<file path="src/sv/bplc_pkg.sv">
// Shared constants, types and command/status structs for the busy period limit controller.
package bplc_pkg;

  localparam int unsigned HISTORY_DEPTH_DEF = 20;
  localparam int unsigned PERIOD_BITS_DEF = 16;

  localparam int unsigned LIMIT_W = 32;
  localparam int unsigned IDLE_W = 16;
  localparam int unsigned CFG_IDX_W = 2;

  localparam logic [CFG_IDX_W-1:0] REG_LIMIT_CEILING = 2'd0;
  localparam logic [CFG_IDX_W-1:0] REG_EMERGENCY_FLOOR = 2'd1;
  localparam logic [CFG_IDX_W-1:0] REG_LARGE_MODEL_MODE = 2'd2;

  localparam logic [LIMIT_W-1:0] LIMIT_RESET = 32'd1000000;
  localparam logic [LIMIT_W-1:0] UPPER_RESET = 32'd10000000;
  localparam logic [IDLE_W-1:0] IDLE_MAX = 16'hFFFF;

  localparam logic [1:0] DEC_NONE = 2'd0;
  localparam logic [1:0] DEC_EMERGENCY = 2'd1;
  localparam logic [1:0] DEC_RECOVERY = 2'd2;
  localparam logic [1:0] DEC_CONTENTION = 2'd3;

  typedef struct packed {
    logic start;       // latch sample, update run counters
    logic close_begin; // record period, start history scan
    logic scan_step;   // compare one ring entry
    logic decide;      // evaluate ratio thresholds
    logic div_start;   // start the emergency divide
    logic div_step;    // one restoring divide step
    logic cut_apply;   // write emergency limit
  } bplc_cmd_t;

  typedef struct packed {
    logic closing;   // sample closes a busy period
    logic scan_last; // scan at final ring entry
    logic emergency; // emergency condition holds
    logic div_done;  // divider finished
  } bplc_sts_t;

endpackage

</file>
<file path="src/sv/bplc_ctrl.sv">
// Sequencer for the busy period limit controller: sample, scan, decide, divide, deliver.
module bplc_ctrl (
  input  logic                clk,
  input  logic                rst,
  input  logic                in_valid,
  output logic                in_ready,
  output logic                out_valid,
  input  logic                out_ready,
  output bplc_pkg::bplc_cmd_t cmd,
  input  bplc_pkg::bplc_sts_t sts
);

  localparam logic [2:0] S_IDLE = 3'd0;
  localparam logic [2:0] S_CHECK = 3'd1;
  localparam logic [2:0] S_SCAN = 3'd2;
  localparam logic [2:0] S_DECIDE = 3'd3;
  localparam logic [2:0] S_DIV = 3'd4;
  localparam logic [2:0] S_OUT = 3'd5;

  logic [2:0] state;
  logic [2:0] state_next;

  always_ff @(posedge clk) begin
    if (rst) begin
      state <= S_IDLE;
    end else begin
      state <= state_next;
    end
  end

  assign in_ready = (state == S_IDLE);
  assign out_valid = (state == S_OUT);

  always_comb begin
    state_next = state;
    cmd = '0;
    unique case (state)
      S_IDLE: begin
        if (in_valid) begin
          cmd.start = 1'b1;
          state_next = S_CHECK;
        end
      end
      S_CHECK: begin
        if (sts.closing) begin
          cmd.close_begin = 1'b1;
          state_next = S_SCAN;
        end else begin
          state_next = S_OUT;
        end
      end
      S_SCAN: begin
        cmd.scan_step = 1'b1;
        if (sts.scan_last) state_next = S_DECIDE;
      end
      S_DECIDE: begin
        cmd.decide = 1'b1;
        if (sts.emergency) begin
          cmd.div_start = 1'b1;
          state_next = S_DIV;
        end else begin
          state_next = S_OUT;
        end
      end
      S_DIV: begin
        if (sts.div_done) begin
          cmd.cut_apply = 1'b1;
          state_next = S_OUT;
        end else begin
          cmd.div_step = 1'b1;
        end
      end
      S_OUT: begin
        if (out_ready) state_next = S_IDLE;
      end
      default: state_next = S_IDLE;
    endcase
  end

endmodule

</file>
<file path="src/sv/bplc_dp.sv">
// Datapath for the busy period limit controller: counters, history ring, ratio test, divider.
module bplc_dp #(
  parameter int unsigned HISTORY_DEPTH = bplc_pkg::HISTORY_DEPTH_DEF,
  parameter int unsigned PERIOD_BITS = bplc_pkg::PERIOD_BITS_DEF
) (
  input  logic                                clk,
  input  logic                                rst,
  input  logic [31:0]                         sample_count,
  input  logic                                cfg_we,
  input  logic [bplc_pkg::CFG_IDX_W-1:0]      cfg_index,
  input  logic [31:0]                         cfg_data,
  input  bplc_pkg::bplc_cmd_t                 cmd,
  output bplc_pkg::bplc_sts_t                 sts,
  output logic [bplc_pkg::IDLE_W-1:0]         idle_run,
  output logic [bplc_pkg::LIMIT_W-1:0]        shared_limit,
  output logic [1:0]                          decision
);

  localparam int unsigned POS_W = (HISTORY_DEPTH > 1) ? $clog2(HISTORY_DEPTH) : 1;
  localparam int unsigned CNT_W = $clog2(HISTORY_DEPTH + 1);
  localparam int unsigned QW = 32 + PERIOD_BITS;
  localparam int unsigned DIV_CNT_W = $clog2(QW + 1);
  localparam logic [PERIOD_BITS-1:0] PERIOD_MAX = '1;
  localparam logic [PERIOD_BITS-1:0] HIST_CAP = (PERIOD_BITS >= 10) ? PERIOD_BITS'(1000) : '1;
  localparam logic [PERIOD_BITS-1:0] NOISE_LEN = PERIOD_BITS'(6);
  localparam logic [2:0] RECOVER_EVERY = 3'd5;
  localparam logic [31:0] DIV10_RECIP = 32'hCCCC_CCCD;

  logic [31:0] limit_ceiling;
  logic [31:0] emergency_floor;
  logic        large_model_mode;

  logic                      prev_busy;
  logic                      busy;
  logic                      closing_r;
  logic [PERIOD_BITS-1:0]    busy_run;
  logic [bplc_pkg::IDLE_W-1:0] idle_count;
  logic [PERIOD_BITS-1:0]    min_seen;
  logic [PERIOD_BITS-1:0]    max_seen;
  logic [PERIOD_BITS-1:0]    period_ring [HISTORY_DEPTH];
  logic [HISTORY_DEPTH-1:0]  ring_valid;
  logic [POS_W-1:0]          ring_pos;
  logic [2:0]                ring_mod5;
  logic [31:0]               limit_value;
  logic [1:0]                dec;

  logic [PERIOD_BITS-1:0]    period;
  logic [PERIOD_BITS-1:0]    hmin;
  logic [CNT_W-1:0]          scan_idx;

  logic [QW-1:0]             dividend;
  logic [PERIOD_BITS:0]      rem;
  logic [DIV_CNT_W-1:0]      div_cnt;

  logic [PERIOD_BITS-1:0]    scan_val;
  logic [PERIOD_BITS-1:0]    hmin_fix;
  logic [PERIOD_BITS-1:0]    d_sel;
  logic [PERIOD_BITS+3:0]    p10;
  logic [PERIOD_BITS+3:0]    d_thr;
  logic [PERIOD_BITS+3:0]    d12;
  logic [PERIOD_BITS+2:0]    d4;
  logic                      emerg;
  logic                      recov;
  logic [31:0]               tenth_in;
  logic [63:0]               tenth_prod;
  logic [31:0]               tenth;
  logic [31:0]               floor_tenth;
  logic [31:0]               lim_tenth;
  logic [31:0]               lim_rem;
  logic [5:0]                rem_r3;
  logic [3:0]                grown_extra;
  logic [35:0]               grown;
  logic [31:0]               grown32;
  logic [31:0]               floor_val;
  logic [31:0]               cut;
  logic [PERIOD_BITS:0]      rem_sh;
  logic                      rem_ge;
  logic [QW-1:0]             quo_full;

  always_ff @(posedge clk) begin
    if (rst) begin
      limit_ceiling <= bplc_pkg::UPPER_RESET;
      emergency_floor <= '0;
      large_model_mode <= 1'b0;
    end else if (cfg_we) begin
      unique case (cfg_index)
        bplc_pkg::REG_LIMIT_CEILING: limit_ceiling <= cfg_data;
        bplc_pkg::REG_EMERGENCY_FLOOR: emergency_floor <= cfg_data;
        bplc_pkg::REG_LARGE_MODEL_MODE: large_model_mode <= cfg_data[0];
        default: ;
      endcase
    end
  end

  assign scan_val = (ring_valid[scan_idx[POS_W-1:0]])
                    ? period_ring[scan_idx[POS_W-1:0]] : '0;
  assign hmin_fix = (hmin > PERIOD_BITS'(1)) ? hmin : PERIOD_BITS'(2);
  assign d_sel = (large_model_mode && (min_seen != '0)) ? hmin_fix : min_seen;
  assign p10 = ({4'd0, period} << 3) + ({4'd0, period} << 1);
  assign d_thr = large_model_mode ? (({4'd0, d_sel} << 3) + ({4'd0, d_sel} << 2) + {4'd0, d_sel})
                                  : ({4'd0, d_sel} << 4);
  assign d12 = ({4'd0, d_sel} << 3) + ({4'd0, d_sel} << 2);
  assign d4 = {3'd0, d_sel} << 2;
  assign emerg = (d_sel != '0) && (p10 >= d_thr) && ({3'd0, period} < d4);
  assign recov = ((d_sel == '0) || (p10 < d12)) && (ring_mod5 == 3'd0);
  assign tenth_in = cmd.start ? emergency_floor : limit_value;
  assign tenth_prod = {32'd0, tenth_in} * {32'd0, DIV10_RECIP};
  assign tenth = {3'd0, tenth_prod[63:35]};
  assign lim_rem = limit_value - ((lim_tenth << 3) + (lim_tenth << 1));
  assign rem_r3 = {2'd0, lim_rem[3:0]} + {1'd0, lim_rem[3:0], 1'b0};
  assign grown_extra = lim_rem[3:0] + ((rem_r3 >= 6'd20) ? 4'd2 : ((rem_r3 >= 6'd10) ? 4'd1 : 4'd0));
  assign grown = ({4'd0, lim_tenth} << 3) + ({4'd0, lim_tenth} << 2) + {4'd0, lim_tenth}
                 + {32'd0, grown_extra};
  assign grown32 = (grown > {4'd0, limit_ceiling}) ? limit_ceiling : grown[31:0];
  assign floor_val = large_model_mode ? floor_tenth : emergency_floor;
  assign rem_sh = {rem[PERIOD_BITS-1:0], dividend[QW-1]};
  assign rem_ge = rem_sh >= {1'b0, period};
  assign quo_full = dividend;
  assign cut = (|quo_full[QW-1:32]) ? 32'hFFFF_FFFF : quo_full[31:0];

  assign busy = (sample_count != '0);
  assign sts.closing = closing_r;
  assign sts.scan_last = (scan_idx == CNT_W'(HISTORY_DEPTH - 1));
  assign sts.emergency = emerg;
  assign sts.div_done = (div_cnt == '0);

  always_ff @(posedge clk) begin
    if (rst) begin
      prev_busy <= 1'b0;
      closing_r <= 1'b0;
      busy_run <= '0;
      idle_count <= '0;
      min_seen <= '0;
      max_seen <= '0;
      ring_valid <= '0;
      ring_pos <= '0;
      ring_mod5 <= '0;
      limit_value <= bplc_pkg::LIMIT_RESET;
      dec <= bplc_pkg::DEC_NONE;
    end else begin
      if (cmd.start) begin
        dec <= bplc_pkg::DEC_NONE;
        period <= busy_run;
        closing_r <= !busy && prev_busy;
        if (busy) begin
          if (!prev_busy) begin
            idle_count <= '0;
          end
          if (busy_run < PERIOD_MAX) busy_run <= busy_run + 1'b1;
        end else begin
          if (prev_busy) busy_run <= '0;
          if (!prev_busy || idle_count != '0) begin
            if (idle_count < bplc_pkg::IDLE_MAX) idle_count <= idle_count + 1'b1;
          end else begin
            idle_count <= idle_count + 1'b1;
          end
        end
      end
      if (cmd.close_begin) begin
        prev_busy <= 1'b0;
        if (period > max_seen) begin
          max_seen <= period;
        end
        if (((period > max_seen) && (min_seen == '0) && (period > NOISE_LEN))
            || ((min_seen > period) && (period > NOISE_LEN))) begin
          min_seen <= period;
        end
        ring_valid[ring_pos] <= 1'b1;
        ring_pos <= (ring_pos == POS_W'(HISTORY_DEPTH - 1)) ? '0 : ring_pos + 1'b1;
        ring_mod5 <= (ring_pos == POS_W'(HISTORY_DEPTH - 1)) ? 3'd0
                   : ((ring_mod5 == RECOVER_EVERY - 3'd1) ? 3'd0 : ring_mod5 + 3'd1);
      end else if (cmd.start) begin
        prev_busy <= busy;
      end
      if (cmd.decide) begin
        if (emerg) begin
          dec <= bplc_pkg::DEC_EMERGENCY;
        end else if (recov) begin
          dec <= bplc_pkg::DEC_RECOVERY;
          limit_value <= grown32;
        end else begin
          dec <= bplc_pkg::DEC_CONTENTION;
        end
      end
      if (cmd.cut_apply) begin
        limit_value <= (floor_val > cut) ? floor_val : cut;
      end
    end
  end

  always_ff @(posedge clk) begin
    if (cmd.close_begin) begin
      period_ring[ring_pos] <= period;
    end
  end

  always_ff @(posedge clk) begin
    if (cmd.start) begin
      floor_tenth <= tenth;
    end
    if (cmd.close_begin) begin
      lim_tenth <= tenth;
      scan_idx <= '0;
      hmin <= HIST_CAP;
    end else if (cmd.scan_step) begin
      if (scan_val != '0 && scan_val < hmin) hmin <= scan_val;
      if (!sts.scan_last) scan_idx <= scan_idx + 1'b1;
    end
  end

  // restoring divide of limit*D by period, one quotient bit per step
  always_ff @(posedge clk) begin
    if (rst) begin
      div_cnt <= '0;
    end else if (cmd.div_start) begin
      div_cnt <= DIV_CNT_W'(QW);
    end else if (cmd.div_step) begin
      div_cnt <= div_cnt - 1'b1;
    end
  end

  always_ff @(posedge clk) begin
    if (cmd.div_start) begin
      dividend <= QW'(limit_value) * QW'(d_sel);
      rem <= '0;
    end else if (cmd.div_step) begin
      rem <= rem_ge ? (rem_sh - {1'b0, period}) : rem_sh;
      dividend <= {dividend[QW-2:0], rem_ge};
    end
  end

  assign idle_run = idle_count;
  assign shared_limit = limit_value;
  assign decision = dec;

endmodule

</file>
<file path="src/sv/busy_period_limit_controller_unit.sv">
// Top level of the busy period limit controller: sequencer plus datapath.
//   channel | direction | handshake             | payload
//   in      | input     | in_valid / in_ready   | sample_count
//   out     | output    | out_valid / out_ready | idle_run, shared_limit, decision
//   cfg     | input     | cfg_we                | cfg_index, cfg_data
// A sample with no closing period passes through accept, check and the result beat.
// A closing period adds a scan of every ring entry plus a decide step and,
// on an emergency, a bit-serial divide of limit times reference by the period.
// rst clears control state, not ring data; the result beat holds until out_ready.
module busy_period_limit_controller_unit #(
  parameter int unsigned HISTORY_DEPTH = bplc_pkg::HISTORY_DEPTH_DEF,
  parameter int unsigned PERIOD_BITS = bplc_pkg::PERIOD_BITS_DEF
) (
  input  logic                           clk,
  input  logic                           rst,
  input  logic                           in_valid,
  output logic                           in_ready,
  input  logic [31:0]                    sample_count,
  output logic                           out_valid,
  input  logic                           out_ready,
  output logic [bplc_pkg::IDLE_W-1:0]    idle_run,
  output logic [bplc_pkg::LIMIT_W-1:0]   shared_limit,
  output logic [1:0]                     decision,
  input  logic                           cfg_we,
  input  logic [bplc_pkg::CFG_IDX_W-1:0] cfg_index,
  input  logic [31:0]                    cfg_data
);

  bplc_pkg::bplc_cmd_t cmd;
  bplc_pkg::bplc_sts_t sts;

  bplc_ctrl u_ctrl (
    .clk(clk), .rst(rst), .in_valid(in_valid), .in_ready(in_ready),
    .out_valid(out_valid), .out_ready(out_ready), .cmd(cmd), .sts(sts)
  );

  bplc_dp #(.HISTORY_DEPTH(HISTORY_DEPTH), .PERIOD_BITS(PERIOD_BITS)) u_dp (
    .clk(clk), .rst(rst), .sample_count(sample_count), .cfg_we(cfg_we),
    .cfg_index(cfg_index), .cfg_data(cfg_data), .cmd(cmd), .sts(sts),
    .idle_run(idle_run), .shared_limit(shared_limit), .decision(decision)
  );

endmodule

</file>
<file path="config.mk">
export PLATFORM = sky130hd
export DESIGN_NAME = busy_period_limit_controller_unit
export DESIGN_NICKNAME = d
export VERILOG_FILES = /design/src/sv/bplc_pkg.sv /design/src/sv/bplc_ctrl.sv /design/src/sv/bplc_dp.sv /design/src/sv/busy_period_limit_controller_unit.sv
export SDC_FILE = /design/constraint.sdc
export NUM_CORES = 2
export LEC_CHECK = 0
export BUFFER_PORTS_ARGS = -buffer_cell sky130_fd_sc_hd__buf_4
export CORE_UTILIZATION = 55
export DETAILED_ROUTE_END_ITERATION = 10
export HOLD_SLACK_MARGIN = 0.1
export PLACE_DENSITY = 0.71
export SYNTH_ARGS = -nofsm -noshare
export SYNTH_HDL_FRONTEND = slang
export SYNTH_HIERARCHICAL = 1
export SYNTH_SLANG_ARGS = --single-unit
</file>
<file path="constraint.sdc">
create_clock -name clk -period 10.5 [get_ports clk]
set_input_delay 0.525 -clock clk [delete_from_list [all_inputs] [get_ports clk]]
set_output_delay 0.525 -clock clk [all_outputs]
set_load 0.1 [all_outputs]
</file>
==> metrics.cfg <==
[status]
status = finished clean

[synthesis]
ys_seq_area_frac = 0.261
syn_area_per_cell_um2 = 10.3
netlist_top_cells_area = fa_1 (25%), edfxtp_1 (19%), ha_1 (14%)
syn_inst = 6757
ys_types = 95
synth_fp_nets = 8467
synth_top_area_share = 0.250
synth_top_cell_by_area = fa_1
synth_edf_count = 442
async_flop_share = 0
ys_ff_latch = 686
syn_area_um2 = 69600
synthFlopType = edfxtp_1
yosys_warnings = 6

[placed_design]
port_buffers = 122
place.gp.congestion = 1.00
dp_hpwl_um = 167000
dp_cells = 8425

[layout]
fin_nets = 8576
ff_latch_area_um2 = 18200
final_layout_size_suffix_gt1_frac = 0.0859
fillers = 10510
multiInputGateArea_um2 = 45800
syn2layout_area_growth_pct = 8.42
layout.cells.non_filler = 8581

[setup_path]
slowest_stage = and2_4
crit_buf_inv = 6
r2r-end = u_dp/lim_tenth[28]
cpMostUsedCell = fa_1
worstPathRequired_ns = 10.87
max_stage_delay_ns = 0.65
r2r_slack_ns = 0.56
reg2reg_depth = 29
crit_path_max_fanout = 43
crit_type = reg -> reg
worst_path_dominant_cell_family = adder cells
crit_arrival_ns = 10.31
reg2reg_from = u_ctrl/state[2]
start_kind = flip-flop
end_kind = flip-flop

[global_routing]
grt_pass1_vias = 52655
grt_pass1_wl_um = 321000
grt_max_degree = 64
antenna_found_initial = 6
grt_remaining_overflow = 0
gr-usage-all-layers = 0.338

[sta]
setup_tns_ns = 0
period_share = 0.947
fin_skew_ns = 0.0475
rsz0062_at_grt = false
tightest_slew_ns = 1.24
final-max-slew-violation-count = 0
setup_violations = 0
max_freq_mhz = 101
slew_headroom = 0.171
finalHoldViolCount = 0
whs_ns = 0.130
period_minus_slack_ns = 9.94

[floorplan]
core-area_um2 = 126000
chipHeight_um = 358
io_pins = 123
die_w_um = 358
rows = 130
die_area_um2 = 128000
start_util = 0.554

[detailed_routing]
viasPerCell = 5.89
drc_errors = 0
drt-total-wl_um = 212000
ant_nets = 0
firstDrtPassIters = 6
route.vias.total = 50510
drt_iter0_markers = 4479
wl_per_cell_um = 24.7

[clock_tree]
cts_buffer_depth = 3
clk_pin_slew_ns = 0.06
clkLatencyLatePin_ns = 0.67
cts_resized = 0
post-cts-setup-buffers = 0
h-tree-depth = 3
cts_tree = built
numCtsBuffers = 71
clkSinkCount = 686
clockRootBuffer = clkbuf_16

[min_path]
hold_path_class = in -> reg
hp-start = cfg_data[2]
hold_depth = 3
worstHoldEndpoint = u_dp/limit_ceiling[2]

[flow_run]
drv_cap = 0

stage by stage:
| stage | util | worst slack, ns | cell area (um2) |
|---|---|---|---|
| global route | 0.601 | 0.298 | 75500 |
| finish | 0.601 | 0.557 | 75500 |
| CTS | 0.601 | 0.565 | 75500 |
| detailed placement | 0.580 | 0.611 | 72800 |
| global placement | 0.580 | 0.680 | 72800 |
| floorplan | - | 0.0273 | 69600 |
worst register-to-register path, delay by kind of cell, from the launching register on:
family / cells / cell delay, ns
mux: 1 / 0.55
simple gates: 4 / 1.57
fa+ha+maj: 9 / 4.34
flops: 1 / 0.41
compound gates: 8 / 2.25
xor+xnor: 1 / 0.16
buf+inv: 6 / 0.39
cells in the final DEF, fill, tap and decap left out, drive strengths merged, types with 65 or more instances in the layout:
| cell type | synthesis | routed |
|---|---|---|
| inv | 1277 | 1281 |
| fa | 868 | 868 |
| ha | 771 | 771 |
| nand2 | 630 | 630 |
| edfxtp | 442 | 442 |
| nor2 | 384 | 384 |
| a21oi | 305 | 305 |
| buf | 61 | 261 |
| dfxtp | 244 | 244 |
| a21o | 166 | 166 |
| o21ai | 132 | 132 |
| mux2i | 131 | 131 |
| xnor2 | 119 | 119 |
| and2 | 112 | 112 |
| clkbuf | 182 | 95 |
| mux4 | 85 | 85 |
| mux2 | 78 | 78 |
| xor2 | 74 | 74 |
| nand3 | 65 | 65 |
worst max path at each step:
stage,startpoint,endpoint,cells after the start
2_1_floorplan,u_ctrl/state[2],u_dp/floor_tenth[28],32
5_1_grt,u_ctrl/state[2],u_dp/lim_tenth[28],30
6_report,u_ctrl/state[2],u_dp/lim_tenth[28],29
4_1_cts,u_ctrl/state[2],u_dp/lim_tenth[28],29
3_5_place_dp,u_ctrl/state[2],u_dp/lim_tenth[28],29
3_3_place_gp,u_ctrl/state[2],u_dp/lim_tenth[27],29
registers in the layout (all words and copies together) (netlist names), 20 cells and up, named ones only:
signal / cells
u_dp/dividend: 48
u_dp/emergency_floor: 32
u_dp/floor_tenth: 29
u_dp/lim_tenth: 29
u_dp/limit_ceiling: 32
u_dp/period_ring: 320
u_dp/ring_valid: 20
u_dp/shared_limit: 32
cells in the mapped netlist (all sizes together), types with 65 or more instances:
master,instances
nor2,384
nand3,65
fa,868
dfxtp,244
xnor2,119
a21o,166
mux2i,131
xor2,74
nand2,630
edfxtp,442
mux4,85
a21oi,305
inv,1277
o21ai,132
clkbuf,182
ha,771
and2,112
mux2,78
metal layers:
layer	track usage	part of all wire
met1	0.440	0.40
met5	0	0.00017
met2	0.559	0.48
met3	0.0533	0.076
met4	0.149	0.050
final cells by class:
type	count	share of cell area
antenna	6	0.000199
clock buffer	95	0.0259
clock inverter	37	0.00723
inverter	1280	0.0637
multi-input combinational	4548	0.606
sequential	686	0.241
tap	1650	0.0274
timing repair buffer	279	0.0287
cell families (layout without fill, tap and decap cells):
kind of cell / Yosys count / in the layout / share of synthesized area
mux: 294 / 294 / 0.0589
flops: 686 / 686 / 0.261
fa+ha+maj: 1639 / 1639 / 0.388
xor+xnor: 193 / 193 / 0.0243
simple gates: 1509 / 1509 / 0.0985
compound gates: 913 / 913 / 0.0862
buf+inv: 1523 / 1691 / 0.0830
other cells: 0 / 6 / 0
what timing repair did:
action	in CTS	in global routing
hold buffers	18	0
endpoints found under the setup margin	0	0
endpoints found under the hold margin	31	0
Power is not shown: default switching activity piles up to over one toggle a cycle in this logic, so the estimate is an artifact.
